## src/design/vids_pkg.sv

```systemverilog
// Shared types and constants for the vector integrate-and-dump scaler.
// Used by every module of the block except vids_ram; no dependencies.
package vids_pkg;

  localparam int VEC_MAX     = 1024;
  localparam int SAMPLE_BITS = 16;

  localparam int IDX_W   = (VEC_MAX > 1) ? $clog2(VEC_MAX) : 1;
  localparam int LEN_W   = $clog2(VEC_MAX + 1);
  localparam int SUM_W   = 32;
  localparam int DEC_W   = 17;
  localparam int VSEEN_W = 16;
  localparam int DEC_MAX = 65536;
  localparam int SCALE_W = 24;
  localparam int FRAC_W  = 16;
  localparam int PROD_W  = SUM_W + SCALE_W;

  localparam int CFG_IDX_W  = 2;
  localparam int CFG_DATA_W = 24;

  localparam int FIFO_DEPTH = 8;
  localparam int FIFO_AW    = $clog2(FIFO_DEPTH);
  localparam int CNT_W      = $clog2(FIFO_DEPTH + 1);

  typedef enum logic [CFG_IDX_W-1:0] {
    REG_VEC_LEN    = 2'd0,
    REG_DECIMATION = 2'd1,
    REG_SCALE      = 2'd2
  } cfg_reg_t;

  // item leaving the accumulate stage
  typedef struct packed {
    logic             valid;
    logic             emit;
    logic [SUM_W-1:0] acc;
    logic [IDX_W-1:0] idx;
    logic             last;
  } sum_item_t;

  typedef struct packed {
    logic [SUM_W-1:0] scaled_sum;
    logic [IDX_W-1:0] idx;
    logic             last;
  } result_t;

endpackage

```

## src/design/vids_fifo.sv

```systemverilog
// Result queue in front of the output port; head is shown directly.
// Depends on vids_pkg.
module vids_fifo
  import vids_pkg::*;
(
  input  logic    clk,
  input  logic    rst,
  input  logic    push,
  input  result_t wdata,
  input  logic    pop,
  output logic    not_empty,
  output result_t head
);

  result_t            entries [FIFO_DEPTH];
  logic [FIFO_AW-1:0] wr_ptr, rd_ptr;
  logic [CNT_W-1:0]   count;

  assign not_empty = count != '0;
  assign head      = entries[rd_ptr];

  always_ff @(posedge clk) begin
    if (rst) begin
      wr_ptr <= '0;
      rd_ptr <= '0;
      count  <= '0;
    end else begin
      if (push) begin
        wr_ptr <= wr_ptr + 1'b1;
      end
      if (pop) begin
        rd_ptr <= rd_ptr + 1'b1;
      end
      count <= count + CNT_W'(push) - CNT_W'(pop);
    end
  end

  always_ff @(posedge clk) begin
    if (push) begin
      entries[wr_ptr] <= wdata;
    end
  end

endmodule

```

## config.mk

```make
export PLATFORM = sky130hd
export DESIGN_NAME = vids_fifo
export DESIGN_NICKNAME = d
export VERILOG_FILES = /design/src/design/vids_pkg.sv /design/src/design/vids_fifo.sv
export SDC_FILE = /design/constraint.sdc
export NUM_CORES = 1
export LEC_CHECK = 0
export ABC_AREA = 1
export BUFFER_PORTS_ARGS = -buffer_cell sky130_fd_sc_hd__buf_2
export CAP_MARGIN = 15
export CORE_MARGIN = 4
export CORE_UTILIZATION = 30
export CTS_CLUSTER_DIAMETER = 80
export DETAILED_ROUTE_END_ITERATION = 8
export GPL_ROUTABILITY_DRIVEN = 0
export PLACE_DENSITY_LB_ADDON = 0.12
export SYNTH_ARGS = -nofsm -noshare
export SYNTH_HDL_FRONTEND = slang
export SYNTH_SLANG_ARGS = --single-unit
```

## constraint.sdc

```tcl
create_clock -name clk -period 3.3 [get_ports clk]
set_input_delay 0.165 -clock clk [delete_from_list [all_inputs] [get_ports clk]]
set_output_delay 0.165 -clock clk [all_outputs]
set_load 0.01 [all_outputs]
```

Yosys cells after proc, flatten, opt, wreduce, memory -nomap -nowiden
Memories as Yosys holds them, arrays and structs flattened. A register that Yosys moved wholly into a read port is not among the register bits. Cells that the tools add are included. W data, S select, Z words.

Flip-flop bits (word level): 10. Latch bits: 0. Memory bits (writable): 344. Bits in read-only memories: 0. Input port bits: 47. Output and inout bits: 44. Word-level logic and storage cells: 13. Memories: 1.

Add/subtract/negate cells: 4. $mul: 0. Div/mod/pow operators: 0. $lt $le $gt $ge: 0. Equal/unequal tests: 0. Shift-type cells: 0. Mux-type cells: 4. Bitwise gates (word level): 0. Reductions and logical operators: 1.

Memory list: entries (depth 8, width 43, rd ports 1, clocked after memory_dff 1, write ports 1, line vids_fifo.sv:15) `result_t entries [FIFO_DEPTH];`.

Operators with widths (count): $add A3 B1 Y3 const B (2); $mux W3 (2); $add A4 B1 Y4 (1); $reduce_bool A4 Y1 (1); $sub A4 B1 Y4 (1); $mux W1 (2).

Depth between registers and ports, before layout
Depth after elaboration: 3. Mapped depth: 9. Gate-level depth less buffers: 9.

Worst setup path after synthesis
OpenSTA, ideal clock, no wires.

Path kind: reg-to-reg. From: register wr_ptr[0]. To: memory entries[0][0] in the netlist's numbering, enable pin. Library setup time: 443 ps. Arrival: 2468 ps. Required time: 2857 ps. Path slack: 389 ps. Stages on the path, launching flop included: 3. Buffers on the path: 0. Clock period less this slack: 2911 ps. Cells stage by stage: dfxtp_1 > or2_2 > nor2_1.

RTL lines: start: declaration (line vids_fifo.sv:16) `logic [FIFO_AW-1:0] wr_ptr, rd_ptr;`; start signal: assignment (line vids_fifo.sv:29) `wr_ptr <= wr_ptr + 1'b1;`; end: declaration (line vids_fifo.sv:15).

Straight into the memory's write port.

==> flow_summary_export.csv <==
group,metric,value,unit
synthesis,synth_cell_types,19,
sta,post-route-min-period,2.52,ns
setup_path,worstPathRequired,3.13,ns
synthesis,synthMuxAreaShare,0,%
power_and_ir_drop,power_density,577,nW/um^2
setup_path,crit_arrival,2.35,ns
sta,relSlewSlack,39.4,%
layout,multi_input_comb_area,3320,um^2
synthesis,synth_area_leaders,"edfxtp_1 (67%), nand2_1 (14%), inv_1 (8.7%), nand3_1 (5.6%), dfxtp_1 (1.7%)",
synthesis,syn_nets,1620,
synthesis,yosys.area_share.simple,19.9,%
layout,drive_gt1_share,10.5,%
synthesis,synth_area_per_cell,9.92,um^2
job,cap_violations,0,
place,placed_area,16800,um^2
layout,post-route-cell-area,18600,um^2
min_path,min_path_cells,3,
sta,worst_slew_pin_slew,0.909,ns
synthesis,synth_area_leader_cell,"edfxtp_1",
drt,wire_per_inst,16.2,um
synthesis,yosysSeqAreaShare,68.2,%
power_and_ir_drop,total_power,10.7,mW
drt,drt_iter0_markers,525,
synthesis,syn_inst,1565,
sta,setup_ws,0.783,ns
synthesis,synth_fa_ha_area_share,0.693,%
place,place_ws,1.29,ns
synthesis,synth_area,15500,um^2
setup_path,critPathKind,"flop to output port",
clock_network,tritoncts_num_sinks,357,
sta,finClkSkew,0.0191,ns
grt,grt_pass1_wl,61100,um
setup_path,path_max_fanout,78,
place,dp_cells,2293,
grt,grt_max_degree,173,
min_path,holdCritPathClass,"input port to flop",
floorplanning,io_pins,91,
synthesis,ys_warn_count,0,
status,status,"finished, final reports clean",
setup_path,rr_worst_depth,3,
sta,tns,0,ns
place,io_buffers,90,
drt,drc,0,
sta,max_freq,397,MHz
clock_network,post_cts_resized,0,
floorplanning,initial_core_util,30.3,%
power_and_ir_drop,p_leak,8.38,nW
clock_network,htreeDepth,2,
floorplanning,dieWidth,235,um
layout,final_cells,2409,
layout,fill_cells,5261,
floorplanning,dieArea,55400,um^2
synthesis,yosysTopAreaCellShare,66.5,%
synthesis,synth_top_family_by_area,"simple AND/OR/NAND/NOR gates",
setup_path,endpoint_kind,"output port",
clock_network,tritoncts,"done",
sta,setup_viol,0,
synthesis,synth-xor-area-share,0.113,%
clock_network,cts_inserted_buffers,42,
sta,whs,0.404,ns
grt,grt_overflow,0,
grt,grt_pass1_vias,10124,
setup_path,cp-start-kind,"flop",
grt,antenna_found_initial,2,
synthesis,synth-compound-area-share,0.290,%
sta,rsz0062_at_grt,"false",
clock_network,cts_root_buffer,"clkbuf_16",
place,dp_hpwl,20300,um
sta,slew_violations,0,
clock_network,cts.path.max_buffers,3,
layout,ff_latch_area,10600,um^2
floorplanning,rows,83,
clock_network,clk_latency,0.56,ns
synthesis,synth.ff_latch_count,357,
drt,routed_via_density,4.21,
floorplanning,die_h,235,um
drt,first_pass_iters,5,
drt,vias,10131,
layout,final_util,36.2,%
drt,drt-total-wl,39000,um
layout,area_growth,19.7,%
layout,diodes,0,
layout,final_common_cell,"nand2_1",
clock_network,path_clk_slew,0.06,ns
layout,final_cell_mix,"nand2_1 (570), inv_1 (358), edfxtp_1 (344)",
sta,finalCritPeriodShare,76.3,%
power_and_ir_drop,vdd_drop_max,290,uV
grt,grt.total_usage,14.1,%
floorplanning,core,51300,um^2
sta,report.final.hold_viol_count,0,
layout,nNetsFinal,1758,
drt,ant_nets,0,
[flip-flops by register name, indices dropped and copies added (netlist names), named ones only]
register  flops
count         4
rd_ptr        3
entries     344
wr_ptr        3
[metal layers]
metal  GRT usage, %  part of all wire, %  vias to the layer above
met5              0                0.033                        -
met4           2.94                  1.5                        2
met3           2.82                  3.5                       49
met2           23.4                   47                      135
met1           19.3                   48                     4815
li1               -                    -                     5130
[power breakdown]
| part | total, mW | internal (mW) | leakage, nW | switching, mW |
|---|---|---|---|---|
| logic | 1.20 | 0.403 | 4.53 | 0.799 |
| clock network | 4.39 | 2.59 | 0.620 | 1.79 |
| registers | 5.13 | 5.09 | 3.23 | 0.0323 |
[timing repair]
action / CTS / global route
hold endpoints to repair: 356 / 0
hold buffers: 46 / 0
setup buffers: 0 / 0
[critical path: stages, from the launching register on]
cell	delay (ns)
dfxtp_4	0.36
inv_4	0.39
buf_12	0.40
nand2_1	0.09
nand3_1	0.08
nand2_1	0.06
nand2_1	0.05
nand2_1	0.14
buf_2	0.18
[logic make-up (layout without fill, tap and decap cells)]
kind of cell    Yosys count  count (layout)
simple gates            763             763
buf+inv                 426             590
flops                   357             357
compound gates            9               9
fa+ha+maj                 8               8
xor+xnor                  2               2
[final cells by class]
type                       count  share of cell area, %
clock buffer                  50                   5.93
clock inverter                20                  0.909
inverter                     361                   7.31
multi-input combinational    782                   17.9
sequential                   357                   57.0
tap                          680                   4.58
timing repair buffer         159                   6.37
[synthesized netlist by cell type, drive strengths merged]
cell	instances
a21oi	6
buf	43
clkbuf	22
clkinv	1
dfxtp	13
edfxtp	344
fa	1
ha	7
inv	360
nand2	570
nand3	175
nor2	16
o21ai	3
or2	2
xnor2	1
xor2	1
[path summary, 6_finish.rpt]
path                                from                       to  slack (ns)
setup / recovery                    flop                 head[14]        0.78
hold / removal                       rst      count[1]$_SDFF_PP0_        0.40
setup reg to reg  wr_ptr[0]$_SDFFE_PP0P_  entries[6][3]$_DFFE_PP_        1.37
hold reg to reg   wr_ptr[0]$_SDFFE_PP0P_   wr_ptr[0]$_SDFFE_PP0P_        0.50
(Power assumes the default switching activity.)
