File: config.mk
export PLATFORM = sky130hd
export DESIGN_NAME = vids_scale
export DESIGN_NICKNAME = d
export VERILOG_FILES = /design/src/design/vids_pkg.sv /design/src/design/vids_scale.sv
export SDC_FILE = /design/constraint.sdc
export NUM_CORES = 2
export LEC_CHECK = 0
export BUFFER_PORTS_ARGS = -buffer_cell sky130_fd_sc_hd__buf_2
export CAP_MARGIN = 20
export CORE_UTILIZATION = 25
export DETAILED_ROUTE_END_ITERATION = 10
export PLACE_DENSITY = 0.48
export SKIP_LAST_GASP = 1
export SYNTH_ARGS = -nofsm -noshare
export SYNTH_HDL_FRONTEND = slang
export SYNTH_SLANG_ARGS = --single-unit
export TNS_END_PERCENT = 5
File: constraint.sdc
create_clock -name clk -period 10.6 [get_ports clk]
set_input_delay 1.59 -clock clk [delete_from_list [all_inputs] [get_ports clk]]
set_output_delay 1.59 -clock clk [all_outputs]
set_load 0.03 [all_outputs]
File: src/design/vids_pkg.sv
// Shared types and constants for the vector integrate-and-dump scaler.
// Used by every module of the block except vids_ram; no dependencies.
package vids_pkg;

  localparam int VEC_MAX     = 1024;
  localparam int SAMPLE_BITS = 16;

  localparam int IDX_W   = (VEC_MAX > 1) ? $clog2(VEC_MAX) : 1;
  localparam int LEN_W   = $clog2(VEC_MAX + 1);
  localparam int SUM_W   = 32;
  localparam int DEC_W   = 17;
  localparam int VSEEN_W = 16;
  localparam int DEC_MAX = 65536;
  localparam int SCALE_W = 24;
  localparam int FRAC_W  = 16;
  localparam int PROD_W  = SUM_W + SCALE_W;

  localparam int CFG_IDX_W  = 2;
  localparam int CFG_DATA_W = 24;

  localparam int FIFO_DEPTH = 8;
  localparam int FIFO_AW    = $clog2(FIFO_DEPTH);
  localparam int CNT_W      = $clog2(FIFO_DEPTH + 1);

  typedef enum logic [CFG_IDX_W-1:0] {
    REG_VEC_LEN    = 2'd0,
    REG_DECIMATION = 2'd1,
    REG_SCALE      = 2'd2
  } cfg_reg_t;

  // item leaving the accumulate stage
  typedef struct packed {
    logic             valid;
    logic             emit;
    logic [SUM_W-1:0] acc;
    logic [IDX_W-1:0] idx;
    logic             last;
  } sum_item_t;

  typedef struct packed {
    logic [SUM_W-1:0] scaled_sum;
    logic [IDX_W-1:0] idx;
    logic             last;
  } result_t;

endpackage

File: src/design/vids_scale.sv
// Gain stage: magnitude, Q8.16 multiply, truncating shift and saturation.
// Depends on vids_pkg.
module vids_scale
  import vids_pkg::*;
(
  input  logic               clk,
  input  logic               rst,
  input  sum_item_t          item,
  input  logic [SCALE_W-1:0] scale,
  output logic               push,
  output logic               drop,
  output result_t            res
);

  logic               s2_valid, s2_emit, s2_neg, s2_last;
  logic [SUM_W-1:0]   s2_mag;
  logic [IDX_W-1:0]   s2_idx;

  logic               s3_valid, s3_emit, s3_neg, s3_last;
  logic [PROD_W-1:0]  s3_prod;
  logic [IDX_W-1:0]   s3_idx;

  logic [PROD_W-FRAC_W-1:0] q;

  always_ff @(posedge clk) begin
    if (rst) begin
      s2_valid <= 1'b0;
      s3_valid <= 1'b0;
    end else begin
      s2_valid <= item.valid;
      s3_valid <= s2_valid;
    end
  end

  always_ff @(posedge clk) begin
    s2_emit <= item.emit;
    s2_neg  <= item.acc[SUM_W-1];
    s2_mag  <= item.acc[SUM_W-1] ? '0 - item.acc : item.acc;
    s2_idx  <= item.idx;
    s2_last <= item.last;

    s3_emit <= s2_emit;
    s3_neg  <= s2_neg;
    s3_prod <= PROD_W'(s2_mag) * PROD_W'(scale);
    s3_idx  <= s2_idx;
    s3_last <= s2_last;
  end

  // shifting the magnitude truncates toward zero for both signs
  always_comb begin
    q = s3_prod[PROD_W-1:FRAC_W];
    if (s3_neg) begin
      if (q >= (PROD_W-FRAC_W)'(33'h0_8000_0000)) begin
        res.scaled_sum = {1'b1, {(SUM_W-1){1'b0}}};
      end else begin
        res.scaled_sum = '0 - q[SUM_W-1:0];
      end
    end else begin
      if (q > (PROD_W-FRAC_W)'(33'h0_7FFF_FFFF)) begin
        res.scaled_sum = {1'b0, {(SUM_W-1){1'b1}}};
      end else begin
        res.scaled_sum = q[SUM_W-1:0];
      end
    end
    res.idx  = s3_idx;
    res.last = s3_last;
    push     = s3_valid && s3_emit;
    drop     = s3_valid && !s3_emit;
  end

endmodule

## After elaboration in Yosys (flattened, before gate mapping)

Cells that the tools add are included.

| storage, ports and cells | value |
|---|---|
| bits of input ports | 71 |
| output and inout port bits | 45 |
| word-level logic and storage cells | 25 |
| bits in registers | 116 |

| cells by class | value |
|---|---|
| multiply operators | 1 |
| mux-type cells | 4 |
| magnitude comparators | 2 |
| reduce and logical (&&, ||, !) cells | 3 |
| add/sub/neg operators | 2 |

Operator list:

| cell | number |
|---|---|
| 32-bit 2-to-1 mux | 3 |
| 1-bit by 32-bit subtractor with 32-bit output (first input constant) | 2 |
| 32-bit by 24-bit multiplier with 56-bit output | 1 |
| 40-bit by 32-bit >= comparator with 1-bit output (second input constant) | 1 |
| 40-bit by 31-bit greater-than comparator with 1-bit output (second input constant) | 1 |
| 31-bit 2-to-1 mux | 1 |
| 1-bit logical AND | 2 |
| 1-bit zero test | 1 |

## Longest topological paths before layout

| depth | value |
|---|---|
| word-level depth | 3 |
| depth in mapped cells | 26 |
| mapped depth without buffers | 24 |

## Least setup slack after synthesis

Ideal clock, no wire load.

| timing | value |
|---|---|
| path type | input to register |
| start | input port scale[9] |
| end | register s3_prod[55] |
| buffers on the path | 2 |
| data required time | 10.537 ns |
| library setup time | 0.063 ns |
| slack | 2.383 ns |
| data arrival time | 8.155 ns |
| cell stages on the path | 25 |
| cells stage by stage | clkbuf_1 nand2_1 fa_1 fa_1 inv_1 fa_1 inv_1 fa_1 inv_1 fa_1 fa_1 inv_1 fa_1 inv_1 ha_1 clkbuf_1 a21oi_1 o21ai_0 a221o_1 or3_1 o21bai_1 o21a_1 o31ai_1 or4_1 nand3_1 |

| between the ends | value |
|---|---|
| cells in the longest elaborated chain, start to end | 1 |

RTL lines:

| item | RTL line | RTL |
|---|---|---|
| start, declared | vids_scale.sv:9 | `input logic [SCALE_W-1:0] scale,` |
| 32-bit by 24-bit multiplier with 56-bit output | vids_scale.sv:44 | `s3_prod <= PROD_W'(s2_mag) * PROD_W'(scale);` |
| end signal, assigned | vids_scale.sv:44 |  |
| end, declared | vids_scale.sv:20 | `logic [PROD_W-1:0] s3_prod;` |

No other way between the ends.
A chain may end at the register's enable or synchronous reset.

## Final worst setup path

Ends and elaborated chain as after synthesis.

==> flow_summary_export.csv <==
group,metric,value,unit
cells_and_area,finalNonFillerCells,4577,
routing,post_drt_via_cell_ratio,4.41,
die,io_pins,116,
logic_synthesis,synth-seq-cells,100,
clock_network,htreeDepth,3,
die,die-area,113000,um2
worst_setup_path,cpLargestDelayFamily,"adder cells",
routing,first_iter_violations,824,
sta,layout_setup_ws,1.81,ns
clock_network,tritoncts,"built",
clock_network,post_cts.resized_instances,0,
sta,final_max_slew_viol_count,0,
die,chipWidth,335,um
cells_and_area,nets,4003,
global_routing,grt_max_degree,39,
clock_network,postCtsHoldBufs,0,
routing,drc,0,
routing,drt_pass1_iterations,5,
global_routing,grt.total_usage,0.152,
worst_setup_path,worst-path-max-fanout,32,
clock_network,postCtsSetupRepairBufs,0,
global_routing,grt_pass1_wl,130,mm
worst_setup_path,regToRegStartpoint,"s2_mag[15]",
clock_network,clock-root-buffer,"sky130_fd_sc_hd__clkbuf_16",
worst_setup_path,critical_path_class,"primary input to register",
worst_setup_path,r2r.worst_path.cells,21,
place,dpl.hpwl,64.3,mm
worst_setup_path,worstPathBufferInverterCount,6,
job,maxCapViolations,0,
sta,report.final.hold_viol_count,0,
worst_setup_path,worstSetupPathDepth,24,
sta,totalNegativeSetupSlack,0,ns
logic_synthesis,avgSynthCellArea,8.98,um2
sta,min_period,8.79,ns
die,fp.coreArea,110000,um2
logic_synthesis,synth.lib_cells_used.distinct,59,
worst_setup_path,worstSetupStartpoint,"scale[9]",
min_path,hold-path-cell-count,0,
cells_and_area,layout_cell_share_with_drive_strength_beyond_1,0.0597,
place,portBuffers,115,
logic_synthesis,synth.cell_area,27800,um2
status,status,"completed",
logic_synthesis,synth_warnings,0,
clock_network,clock_insertion_delay_worst_skew,0.41,ns
cells_and_area,flow.area_growth_from_synthesis,8.77,%
routing,detailroute.via_count,20205,
worst_setup_path,worstPathArrival,9.14,ns
sta,worst_slew_margin_relative_to_its_limit,0.312,
die,die_h,335,um
logic_synthesis,synthCells,3095,
worst_setup_path,required,10.95,ns
logic_synthesis,synth_sequential_area_ratio,0.0720,
logic_synthesis,synth_edf_count,0,
logic_synthesis,syn-num-nets,4003,
clock_network,tritoncts_num_sinks,100,
sta,finClkSkew,0.0238,ns
clock_network,cts-buffers-inserted,9,
global_routing,antenna_violations_before_repair,4,
clock_network,ctsLongestPathBuffers,2,
sta,grt_setup_unrepaired,"false",
global_routing,via_count_of_the_first_global_routing_pass,22090,
global_routing,total_overflow_reported_by_the_global_router,0,
clock_network,clk_transition_reported_paths,0.08,ns
die,starting_density_of_the_core,0.254,
cells_and_area,fillers,12015,
min_path,holdCritPathClass,"register to register",
routing,wire_per_inst,18.0,um
place,dp.cells,4558,
logic_synthesis,synth_ff_type,"sky130_fd_sc_hd__dfxtp_1",
sta,final-setup-viol-count,0,
sta,worst_slew_pin_slew,1.03,ns
sta,period_share,0.829,
sta,hold_slack,0.329,ns
logic_synthesis,synth-async-reset-ratio,0,
worst_setup_path,cp_cell_sequence,"buf_2 > nand2_1 > fa_1 > fa_1 > inv_1 > fa_1 > inv_1 > fa_1 > inv_1 > fa_1 > fa_1 > inv_1 > fa_1 > inv_1 > ha_1 > a21oi_1 > o21ai_0 > a221o_1 > or3_1 > o21bai_1 > o21a_1 > o31ai_1 > or4_1 > nand3_1",
min_path,hold_start,"s2_idx[4]",
worst_setup_path,cp-end-kind,"register",
sta,achievable-frequency,114,MHz
worst_setup_path,slowest_stage,"sky130_fd_sc_hd__buf_2",
die,placement_rows,121,
worst_setup_path,critical_path.most_common_cell,"sky130_fd_sc_hd__fa_1",
routing,antenna_left,0,
routing,route.final.wire_length,82.3,mm
worst_setup_path,slowest_delay,0.58,ns
place,dpl_worst_slack,1.41,ns
place,place_congestion,0.811,
worst_setup_path,startpoint_type,"primary input",
-- final timing paths --
check	slack, ns	endpoint
max	1.81	s3_prod[55]
min	0.33	s3_idx[4]
max reg2reg	2.51	s3_prod[53]
min reg2reg	0.33	s3_idx[4]
-- cell usage after synthesis, drive strengths merged, types with 7 or more instances --
cell type / count / area (um2)
nor2b: 8 / 50.1
nand4: 16 / 100
inv: 706 / 2650
nand3: 9 / 45.0
clkbuf: 164 / 616
a21oi: 57 / 285
or3: 13 / 82.6
o41ai: 13 / 121
nor3: 17 / 90.1
o21ai: 54 / 270
o31ai: 13 / 97.6
and2: 400 / 2500
nand2: 447 / 1680
a221o: 7 / 70.1
xor2: 30 / 263
fa: 657 / 13200
a21o: 15 / 113
xnor2: 46 / 403
or4: 11 / 90.1
dfxtp: 100 / 2000
o311ai: 16 / 140
nor2: 41 / 154
ha: 180 / 2250
o21bai: 8 / 60.1
-- area by class of cell --
type	count	area [um2]	area share
inverter	706	2650	0.0876
tap	1476	1850	0.0611
sequential	100	2000	0.0663
timing repair buffer	157	931	0.0308
clock inverter	7	71.3	0.00236
clock buffer	9	225	0.00745
multi-input combinational	2121	22500	0.744
antenna	1	2.50	0.0000828
-- layout by cell type, fill, tap and decap left out, drive strengths merged, types with 15 or more instances in the layout --
cell and instances:
a21o 15, a21oi 57, and2 400, buf 157
dfxtp 100, fa 657, ha 180, inv 708
nand2 447, nand4 16, nor2 41, nor3 17
o21ai 54, o311ai 16, xnor2 46, xor2 30
-- layer usage --
layer / global-route usage / routed length [um] / up-vias
met1: 0.183 / 33000 / 10681
met5: 0 / 41 / -
li1: - / - / 9095
met3: 0.0144 / 2390 / 87
met4: 0.0395 / 1790 / 6
met2: 0.284 / 45100 / 336
-- metrics by stage --
stage	cell area (um2)	utilization
after global routing	30200	0.276
after detailed placement	29900	0.273
after CTS	30200	0.275
final	30200	0.276
after floorplan	27800	-
after global placement	29900	0.273
-- sequential cells by signal (all words and copies together), names as in the netlist, 10 cells and up --
signal and flops:
s2_mag 32, s3_idx 10, s2_idx 10, s3_prod 40
-- cells by family (layout without fill, tap and decap cells) --
family / Yosys count / in the layout / share of synthesized area
simple gates: 990 / 990 / 0.180
buf+inv: 874 / 879 / 0.118
fa+ha+maj: 837 / 837 / 0.554
compound gates: 217 / 217 / 0.0514
flops: 100 / 100 / 0.0720
xor+xnor: 76 / 76 / 0.0239
mux: 1 / 1 / 0.000360
other cells: 0 / 1 / 0
Power is not shown: default switching activity piles up to over one toggle a cycle in this logic, so the estimate is an artifact.
